File: src/hw/rtl/sha1_pkg.sv
// SHA-1 engine shared package: payload structs, constants, controller commands.
// No dependencies; imported by all engine modules.
`default_nettype none
package sha1_pkg;

  typedef struct packed {
    logic [7:0] data_byte;
    logic       byte_present;
    logic       end_of_message;
  } sha1_in_t;

  typedef struct packed {
    logic [31:0] digest_word;
    logic        last_word;
  } sha1_out_t;

  localparam logic [31:0] H0 = 32'h67452301;
  localparam logic [31:0] H1 = 32'hEFCDAB89;
  localparam logic [31:0] H2 = 32'h98BADCFE;
  localparam logic [31:0] H3 = 32'h10325476;
  localparam logic [31:0] H4 = 32'hC3D2E1F0;
  localparam logic [31:0] K0 = 32'h5A827999;
  localparam logic [31:0] K1 = 32'h6ED9EBA1;
  localparam logic [31:0] K2 = 32'h8F1BBCDC;
  localparam logic [31:0] K3 = 32'hCA62C1D6;
  localparam logic [7:0]  PAD_BYTE = 8'h80;

  // Source of the byte written into the block buffer
  typedef enum logic [1:0] {
    WSRC_DATA = 2'd0,
    WSRC_PAD  = 2'd1,
    WSRC_ZERO = 2'd2,
    WSRC_LEN  = 2'd3
  } wsrc_t;

  // Controller to datapath commands
  typedef struct packed {
    logic        buf_we;
    logic [5:0]  buf_addr;
    wsrc_t       wsrc;
    logic        cnt_inc;
    logic        cnt_clr;
    logic        len_snap;
    logic        rnd_start;  // load working vars, round 0
    logic        rnd_step;   // execute one round
    logic        chain_add;  // fold working vars into chain
    logic        chain_init; // restore initial values
    logic [2:0]  out_sel;
  } sha1_cmd_t;

  // Datapath to controller status
  typedef struct packed {
    logic [5:0] fill_pos;
    logic       rnd_last;
  } sha1_sts_t;

endpackage
`default_nettype wire

File: src/hw/rtl/sha1_datapath.sv
// SHA-1 datapath: block words (also the schedule window), round logic, chain, counter.
// Depends on sha1_pkg; driven by sha1_ctrl.
`default_nettype none
module sha1_datapath import sha1_pkg::*; (
  input  wire logic        clk,
  input  wire logic        rst_n,
  input  wire logic [7:0]  data_byte,
  input  wire sha1_cmd_t   cmd,
  output sha1_sts_t        sts,
  output logic [31:0]      digest_word
);

  logic [31:0] w_r [16];
  logic [31:0] w_nxt [16];
  logic [31:0] chain_r [5];
  logic [31:0] a_r, b_r, c_r, d_r, e_r;
  logic [6:0]  rnd_r;
  logic [63:0] bits_r, len_r;
  logic [7:0]  wbyte;
  logic [31:0] f, k, t, wnew, wcur;
  logic [2:0]  lidx;

  // Byte written into the block words
  always_comb begin
    lidx = 3'(~cmd.buf_addr[2:0]);
    unique case (cmd.wsrc)
      WSRC_DATA: wbyte = data_byte;
      WSRC_PAD:  wbyte = PAD_BYTE;
      WSRC_ZERO: wbyte = 8'h00;
      default:   wbyte = len_r[{lidx, 3'b000} +: 8];
    endcase
  end

  // Bit counter and length snapshot
  always_ff @(posedge clk) begin
    if (!rst_n) begin
      bits_r <= '0;
    end else if (cmd.cnt_clr) begin
      bits_r <= '0;
    end else if (cmd.cnt_inc) begin
      bits_r <= bits_r + 64'd8;
    end
  end
  always_ff @(posedge clk) begin
    if (cmd.len_snap) len_r <= bits_r;
  end

  // Round function
  always_comb begin
    wcur = w_r[0];
    wnew = {w_r[13] ^ w_r[8] ^ w_r[2] ^ w_r[0]};
    wnew = {wnew[30:0], wnew[31]};
    if (rnd_r < 7'd20) begin
      f = (b_r & c_r) | (~b_r & d_r); k = K0;
    end else if (rnd_r < 7'd40) begin
      f = b_r ^ c_r ^ d_r; k = K1;
    end else if (rnd_r < 7'd60) begin
      f = (b_r & c_r) | (b_r & d_r) | (c_r & d_r); k = K2;
    end else begin
      f = b_r ^ c_r ^ d_r; k = K3;
    end
    t = {a_r[26:0], a_r[31:27]} + f + e_r + k + wcur;
    for (int i = 0; i < 15; i++) w_nxt[i] = w_r[i + 1];
    w_nxt[15] = wnew;
  end

  // Round counter
  always_ff @(posedge clk) begin
    if (!rst_n) begin
      rnd_r <= '0;
    end else if (cmd.rnd_start) begin
      rnd_r <= '0;
    end else if (cmd.rnd_step) begin
      rnd_r <= rnd_r + 7'd1;
    end
  end

  // Bytes land big-endian in the 16 block words; rounds shift the window
  always_ff @(posedge clk) begin
    if (cmd.rnd_start) begin
      a_r <= chain_r[0]; b_r <= chain_r[1]; c_r <= chain_r[2];
      d_r <= chain_r[3]; e_r <= chain_r[4];
    end else if (cmd.rnd_step) begin
      a_r <= t; b_r <= a_r; c_r <= {b_r[1:0], b_r[31:2]};
      d_r <= c_r; e_r <= d_r;
      w_r <= w_nxt;
    end else if (cmd.buf_we) begin
      w_r[cmd.buf_addr[5:2]][{~cmd.buf_addr[1:0], 3'b000} +: 8] <= wbyte;
    end
  end

  // Chaining words
  always_ff @(posedge clk) begin
    if (!rst_n || cmd.chain_init) begin
      chain_r[0] <= H0; chain_r[1] <= H1; chain_r[2] <= H2;
      chain_r[3] <= H3; chain_r[4] <= H4;
    end else if (cmd.chain_add) begin
      chain_r[0] <= chain_r[0] + a_r; chain_r[1] <= chain_r[1] + b_r;
      chain_r[2] <= chain_r[2] + c_r; chain_r[3] <= chain_r[3] + d_r;
      chain_r[4] <= chain_r[4] + e_r;
    end
  end

  always_comb begin
    unique case (cmd.out_sel)
      3'd0:    digest_word = chain_r[0];
      3'd1:    digest_word = chain_r[1];
      3'd2:    digest_word = chain_r[2];
      3'd3:    digest_word = chain_r[3];
      default: digest_word = chain_r[4];
    endcase
  end

  assign sts.fill_pos = bits_r[8:3];
  assign sts.rnd_last = (rnd_r == 7'd79);

endmodule
`default_nettype wire

File: src/hw/rtl/sha1_ctrl.sv
// SHA-1 controller: sequences byte absorb, padding, compression and output.
// Depends on sha1_pkg; drives sha1_datapath.
`default_nettype none
module sha1_ctrl import sha1_pkg::*; (
  input  wire logic      clk,
  input  wire logic      rst_n,
  input  wire sha1_in_t  in_word,
  input  wire logic      in_valid,
  output logic           in_stall,
  input  wire logic      out_stall,
  output logic           out_valid,
  output logic           out_last,
  input  wire sha1_sts_t sts,
  output sha1_cmd_t      cmd
);

  typedef enum logic [6:0] {
    S_IDLE  = 7'b0000001,
    S_PAD   = 7'b0000010,
    S_ZFILL = 7'b0000100,
    S_LEN   = 7'b0001000,
    S_LOAD  = 7'b0010000,
    S_ROUND = 7'b0100000,
    S_OUT   = 7'b1000000
  } state_t;

  state_t     state_r, state_nxt;
  logic [5:0] addr_r, addr_nxt;
  logic       fin_r, fin_nxt;      // compression belongs to end-of-message
  logic       extra_r, extra_nxt;  // a second padded block follows
  logic [2:0] oidx_r, oidx_nxt;
  logic       pend_r, pend_nxt;    // full data block carried the end flag
  logic       acc;

  assign in_stall  = (state_r != S_IDLE);
  assign acc       = in_valid && !in_stall;
  // oidx 7 marks the chain fold cycle, no word is offered then
  assign out_valid = (state_r == S_OUT) && (oidx_r != 3'd7);
  assign out_last  = (oidx_r == 3'd4);

  // Next-state and command decode
  always_comb begin
    state_nxt = state_r; addr_nxt = addr_r; fin_nxt = fin_r;
    extra_nxt = extra_r; oidx_nxt = oidx_r;
    cmd = '0;
    cmd.wsrc = WSRC_DATA;
    cmd.buf_addr = addr_r;
    cmd.out_sel = oidx_r;
    unique case (state_r)
      S_IDLE: begin
        if (acc) begin
          cmd.buf_addr = sts.fill_pos;
          if (in_word.byte_present) begin
            cmd.buf_we = 1'b1; cmd.cnt_inc = 1'b1;
          end
          // position after this byte
          addr_nxt = sts.fill_pos + 6'(in_word.byte_present);
          if (in_word.byte_present && sts.fill_pos == 6'd63) begin
            state_nxt = S_LOAD;
          end else if (in_word.end_of_message) begin
            state_nxt = S_PAD;
          end
        end
      end
      S_PAD: begin
        cmd.len_snap = 1'b1;
        cmd.wsrc = WSRC_PAD; cmd.buf_we = 1'b1;
        fin_nxt = 1'b1;
        extra_nxt = (addr_r >= 6'd56);
        addr_nxt = addr_r + 6'd1;
        state_nxt = (addr_r == 6'd63) ? S_LOAD :
                    (addr_r == 6'd55) ? S_LEN : S_ZFILL;
      end
      S_ZFILL: begin
        cmd.wsrc = WSRC_ZERO; cmd.buf_we = 1'b1;
        addr_nxt = addr_r + 6'd1;
        if (addr_r == 6'd63) state_nxt = S_LOAD;
        else if (addr_r == 6'd55 && !extra_r) state_nxt = S_LEN;
      end
      S_LEN: begin
        cmd.wsrc = WSRC_LEN; cmd.buf_we = 1'b1;
        addr_nxt = addr_r + 6'd1;
        if (addr_r == 6'd63) state_nxt = S_LOAD;
      end
      S_LOAD: begin
        cmd.rnd_start = 1'b1;
        state_nxt = S_ROUND;
      end
      S_ROUND: begin
        cmd.rnd_step = 1'b1;
        if (sts.rnd_last) state_nxt = S_OUT;
      end
      S_OUT: begin
        // chain fold happens on first visit, marked by oidx 7
        if (oidx_r == 3'd7) begin
          cmd.chain_add = 1'b1;
          if (!fin_r) begin
            state_nxt = S_IDLE; oidx_nxt = 3'd0;
          end else if (extra_r) begin
            extra_nxt = 1'b0; addr_nxt = 6'd0; oidx_nxt = 3'd0;
            state_nxt = S_ZFILL;
          end else begin
            oidx_nxt = 3'd0;
          end
        end
      end
      default: state_nxt = S_IDLE;
    endcase
    if (state_r == S_ROUND && sts.rnd_last) oidx_nxt = 3'd7;
    if (state_r == S_LOAD && !fin_r) fin_nxt = fin_r;
    // after a non-final block's chain fold, return to idle
    if (state_r == S_OUT && oidx_r == 3'd7 && !fin_r) state_nxt = S_IDLE;
    if (state_r == S_OUT && oidx_r != 3'd7 && !out_stall) begin
      oidx_nxt = oidx_r + 3'd1;
      if (oidx_r == 3'd4) begin
        state_nxt = S_IDLE; oidx_nxt = 3'd0;
        cmd.chain_init = 1'b1; cmd.cnt_clr = 1'b1; fin_nxt = 1'b0;
      end
    end
    // a data-block compression with end pending pads next
    if (state_r == S_OUT && oidx_r == 3'd7 && pend_r) begin
      state_nxt = S_PAD; fin_nxt = 1'b0; oidx_nxt = 3'd0; addr_nxt = 6'd0;
    end
  end

  // Track whether a full data block carried the end-of-message flag
  always_comb begin
    pend_nxt = pend_r;
    if (state_r == S_IDLE && acc) pend_nxt = in_word.end_of_message &&
      in_word.byte_present && sts.fill_pos == 6'd63;
    if (state_r == S_OUT && oidx_r == 3'd7) pend_nxt = 1'b0;
  end

  always_ff @(posedge clk) begin
    if (!rst_n) begin
      state_r <= S_IDLE; addr_r <= '0; fin_r <= 1'b0;
      extra_r <= 1'b0; oidx_r <= '0; pend_r <= 1'b0;
    end else begin
      state_r <= state_nxt; addr_r <= addr_nxt; fin_r <= fin_nxt;
      extra_r <= extra_nxt; oidx_r <= oidx_nxt; pend_r <= pend_nxt;
    end
  end

endmodule
`default_nettype wire

File: src/hw/rtl/sha1_hash_engine.sv
// SHA-1 engine top level. One byte word is absorbed per cycle in idle; every
// full 64-byte block is compressed in steps (load, 80 rounds, chain fold) by the
// single shared round unit. End of message adds padding writes (plus one more
// block when the length does not fit) and then five digest words, one per
// unstalled cycle. Synchronous active-low reset returns the chain to the SHA-1
// initial values and clears the bit counter.
`default_nettype none
module sha1_hash_engine import sha1_pkg::*; (
  input  wire logic     clk,
  input  wire logic     rst_n,
  input  wire logic     in_valid,
  output logic          in_stall,
  input  wire sha1_in_t in_data,
  output logic          out_valid,
  input  wire logic     out_stall,
  output sha1_out_t     out_data
);

  sha1_cmd_t   cmd;
  sha1_sts_t   sts;
  logic [31:0] dword;
  logic        olast;

  sha1_ctrl u_ctrl (
    .clk(clk), .rst_n(rst_n), .in_word(in_data), .in_valid(in_valid),
    .in_stall(in_stall), .out_stall(out_stall), .out_valid(out_valid),
    .out_last(olast), .sts(sts), .cmd(cmd)
  );

  sha1_datapath u_dp (
    .clk(clk), .rst_n(rst_n), .data_byte(in_data.data_byte), .cmd(cmd),
    .sts(sts), .digest_word(dword)
  );

  assign out_data.digest_word = dword;
  assign out_data.last_word   = olast;

  // No input taken while digest words are pending
  a_no_overlap: assert property (@(posedge clk) disable iff (!rst_n)
    out_valid |-> in_stall) else $error("input accepted during output");

  // After the last word the engine returns to idle
  a_last_idle: assert property (@(posedge clk) disable iff (!rst_n)
    (out_valid && !out_stall && out_data.last_word) |=> !in_stall)
    else $error("engine not idle after last word");

endmodule
`default_nettype wire
File: config.mk
export PLATFORM = sky130hd
export DESIGN_NAME = sha1_hash_engine
export DESIGN_NICKNAME = d
export VERILOG_FILES = /design/src/hw/rtl/sha1_pkg.sv /design/src/hw/rtl/sha1_datapath.sv /design/src/hw/rtl/sha1_ctrl.sv /design/src/hw/rtl/sha1_hash_engine.sv
export SDC_FILE = /design/constraint.sdc
export NUM_CORES = 2
export LEC_CHECK = 0
export ABC_AREA = 1
export BUFFER_PORTS_ARGS = -buffer_cell sky130_fd_sc_hd__buf_2
export CAP_MARGIN = 20
export CORE_MARGIN = 10
export CORE_UTILIZATION = 30
export CTS_BUF_LIST = sky130_fd_sc_hd__clkbuf_4 sky130_fd_sc_hd__clkbuf_8
export DETAILED_ROUTE_END_ITERATION = 16
export MAX_ROUTING_LAYER = met4
export SYNTH_ARGS = -nofsm -noshare
export SYNTH_HDL_FRONTEND = slang
export SYNTH_HIERARCHICAL = 1
export SYNTH_SLANG_ARGS = --single-unit
export TNS_END_PERCENT = 1
File: constraint.sdc
create_clock -name clk -period 6.9 [get_ports clk]
set_input_delay 0.345 -clock clk [delete_from_list [all_inputs] [get_ports clk]]
set_output_delay 0.345 -clock clk [all_outputs]
set_load 0.01 [all_outputs]
==> out/metrics.yaml <==
layout:
  final_common_cell: "nand2_1"
  nets: 7437
  final_cell_mix: "nand2_1 (1888), edfxtp_1 (893), inv_1 (811)"
  area_growth_pct: 11.2
  drive_gt1_share_pct: 6.67
  final_cell_area_um2: 66500
min_path:
  holdCritPathClass: "in -> reg"
clock_tree:
  cts_buffers: 176
  cts_tree: "yes"
  numClockSinks: 980
  cts_resized: 0
  cts_buffer_depth: 3
  post_cts_buffers: 0
  clock_latency_ns: 0.99
  clk_pin_slew_worst_paths_ns: 0.06
  postCtsHoldBufs: 8
  cts_root_buf: "clkbuf_8"
  htree_levels: 4
sta:
  maxSlewViolCount: 0
  fin_hold_ws_ns: 0.158
  period_needed_ns: 5.91
  worstMarginPinSlew_ns: 1.11
  setup_violations: 0
  max_clock_freq_mhz: 169
  finClkSkew_ns: 0.0764
  period_share_pct: 85.7
  final_hold_viol_count: 0
  finalSetupTns_ns: 0
  rsz0062_at_grt: "false"
  maxSlewHeadroom_pct: 25.4
die:
  dieWidth_um: 466
  start_util_pct: 30.2
  fp.coreArea_um2: 198000
  top_level_ports: 49
  die_h_um: 466
  rows: 163
  dieArea_um2: 217000
logic_synthesis:
  synth_enable_flop_cells: 893
  netlist_instances: 7045
  async_reset_ff_share_pct: 0
  synth_top_flop_cell: "edfxtp_1"
  ys_warn_count: 6
  ys_seq_elements: 980
  syn_avg_cell_area_um2: 8.48
  syn_nets: 7390
  syn-cell-area_um2: 59800
  yosysUniqueCellTypes: 58
  seq_area_frac_synth_pct: 47.8
flow_run:
  drv_cap: 0
grt:
  grt_pass1_wl_mm: 322
  grt_max_degree: 192
  grt_antenna_before_repair: 10
  gr-total-overflow: 0
  grt_pass1_vias: 49700
  grtUsageTotal_pct: 20.0
routing:
  first_iter_violations: 6203
  m1WireLength_mm: 92.4
  drc: 0
  routed_via_density: 5.21
  met3_length_mm: 17.8
  via_count: 51500
  ant_nets: 0
  wire_per_inst_um: 22.1
  route.met2.wl_mm: 98.6
  firstDrtPassIters: 7
  drt-total-wl_mm: 219
  dr.max_layer_used: "met4"
placed_design:
  io_buffers: 48
  postPlaceCellArea_um2: 62700
  hpwl_mm: 165
  gp_congestion: 1.03
setup_path:
  end_kind: "flop"
  slowest_delay_ns: 0.50
  crit_buf_inv: 4
  cp_data_arrival_time_ns: 6.58
  worstPathRequired_ns: 7.56
  path_cells: "nand2_1, nand2_1, nand2_1, nand2_2, inv_4, nor2_8, inv_2, o22ai_1, nor2_1, fa_1, fa_1, inv_1, fa_1, inv_1, ha_1, nand2_1, nor2_1, nand2_1, or2_2, nand3_1, nand2_1, nand3_1, o21ai_0"
  crit_slowest_cell: "fa_1"
  crit_type: "reg -> reg"
  worst_setup_path_start_kind: "flop"
  path_max_fanout: 21
  cpMostUsedCell: "nand2_1"
  crit_family: "simple AND/OR/NAND/NOR gates"
outcome:
  outcome: "finished clean"
power:
  power_per_cell_area_nw_per_um2: 198
  power.leakage_nw: 25.4
  peakVddDrop_mv: 0.149
-- worst paths after layout --
path	from	endpoint	slack, ns	cells after the start
worst max-delay path	u_dp/rnd_r[4]$_SDFFE_PP0P_	u_dp/a_r[23]$_DFFE_PP_	0.99	23
worst min-delay path	in_valid	u_dp/bits_r[3]$_SDFFE_PP0P_	0.16	5
worst max register to register	u_dp/rnd_r[4]$_SDFFE_PP0P_	u_dp/a_r[23]$_DFFE_PP_	0.99	23
worst min register to register	u_dp/bits_r[63]$_SDFFE_PP0P_	u_dp/bits_r[63]$_SDFFE_PP0P_	0.46	1
-- stage by stage --
step / total power, mW / instances / setup slack (ns) / utilization, %
after global routing: 13.6 / 9884 / 0.621 / 33.6
after detailed placement: 7.38 / 9546 / 1.13 / 31.7
after CTS: 13.3 / 9876 / 1.06 / 33.6
final: 13.1 / 9886 / 0.988 / 33.6
after floorplan: 7.09 / 7045 / 1.38 / -
after global placement: 7.37 / 9545 / 1.21 / 31.7
-- tightest hold or removal path, cell delays in order --
cell and delay [ns]:
buf_2 0.11, nand3_2 0.21, nor2_1 0.09, buf_4 0.18
a21oi_1 0.13
-- power breakdown --
group	switching (mW)	leakage [nW]	internal, mW
clock	2.80	1.93	3.07
combinational	0.594	13.9	0.181
sequential	0.0482	9.59	6.45
-- state kept, by name, summed over array words and instances, names as in the netlist --
name and flops:
u_ctrl/fin_r 1, u_dp/rnd_r 7, u_ctrl/extra_r 1, u_dp/wcur 32, u_dp/bits_r 61, u_dp/w_nxt 480
u_ctrl/pend_r 1, u_ctrl/state_r 7, u_dp/len_r 61, u_dp/e_r 32, u_ctrl/oidx_r 3, u_ctrl/addr_r 6
u_dp/d_r 32, u_dp/a_r 32, u_dp/c_r 32, u_dp/chain_r 160, u_dp/b_r 32
-- synth_stat cells (all sizes together) (3+ instances only) --
| cell type | instances | area, µm² |
|---|---|---|
| a211oi | 22 | 165 |
| a31oi | 10 | 62.6 |
| fa | 125 | 2500 |
| o21a | 44 | 330 |
| a21o | 30 | 225 |
| a221oi | 17 | 149 |
| clkbuf | 160 | 612 |
| a22oi | 31 | 233 |
| nor4 | 20 | 125 |
| nor3 | 70 | 367 |
| nand4 | 102 | 743 |
| nand3b | 17 | 128 |
| or2 | 33 | 206 |
| clkinv | 4 | 16.3 |
| xor2 | 44 | 385 |
| inv | 826 | 3110 |
| o21ai | 764 | 3830 |
| and3 | 8 | 50.1 |
| xnor2 | 67 | 587 |
| and2 | 6 | 37.5 |
| a21oi | 422 | 2110 |
| a21boi | 18 | 135 |
| buf | 58 | 372 |
| nor3b | 3 | 22.5 |
| edfxtp | 893 | 26800 |
| o22ai | 12 | 75.1 |
| o2111ai | 14 | 123 |
| nand3 | 318 | 1620 |
| nand2 | 1914 | 7250 |
| o21bai | 40 | 300 |
| nor2 | 628 | 2510 |
| ha | 206 | 2580 |
| o211ai | 25 | 188 |
| o221ai | 6 | 52.6 |
| dfxtp | 87 | 1740 |
-- cells by family (layout without fill, tap and decap cells) --
group,count (synthesis),count (layout),share of synthesized area [%]
adders and majority gates,331,331,8.50
other,0,10,0
buffers and inverters,1048,1239,6.88
xor gates and xnor gates,111,111,1.63
AOI/OAI and AO/OA,1455,1455,13.3
and+or+nand+nor,3120,3120,21.9
DFF,980,980,47.8
-- layer usage --
metal	vias up	global-route usage (%)
met5	-	-
met4	0	8.16
met1	24800	25.9
met3	445	3.32
li1	23900	-
met2	2379	31.0
-- area by class of cell --
cell class	instances	area [µm²]
fillers	20800	131000
flip-flops and latches	980	28600
multi-input cells	5017	27100
well taps	2640	3300
inverters	830	3140
clock buffers	231	2850
clock inverters	91	830
repair buffers	87	601
diodes	10	25.0
(Power assumes the default switching activity.)
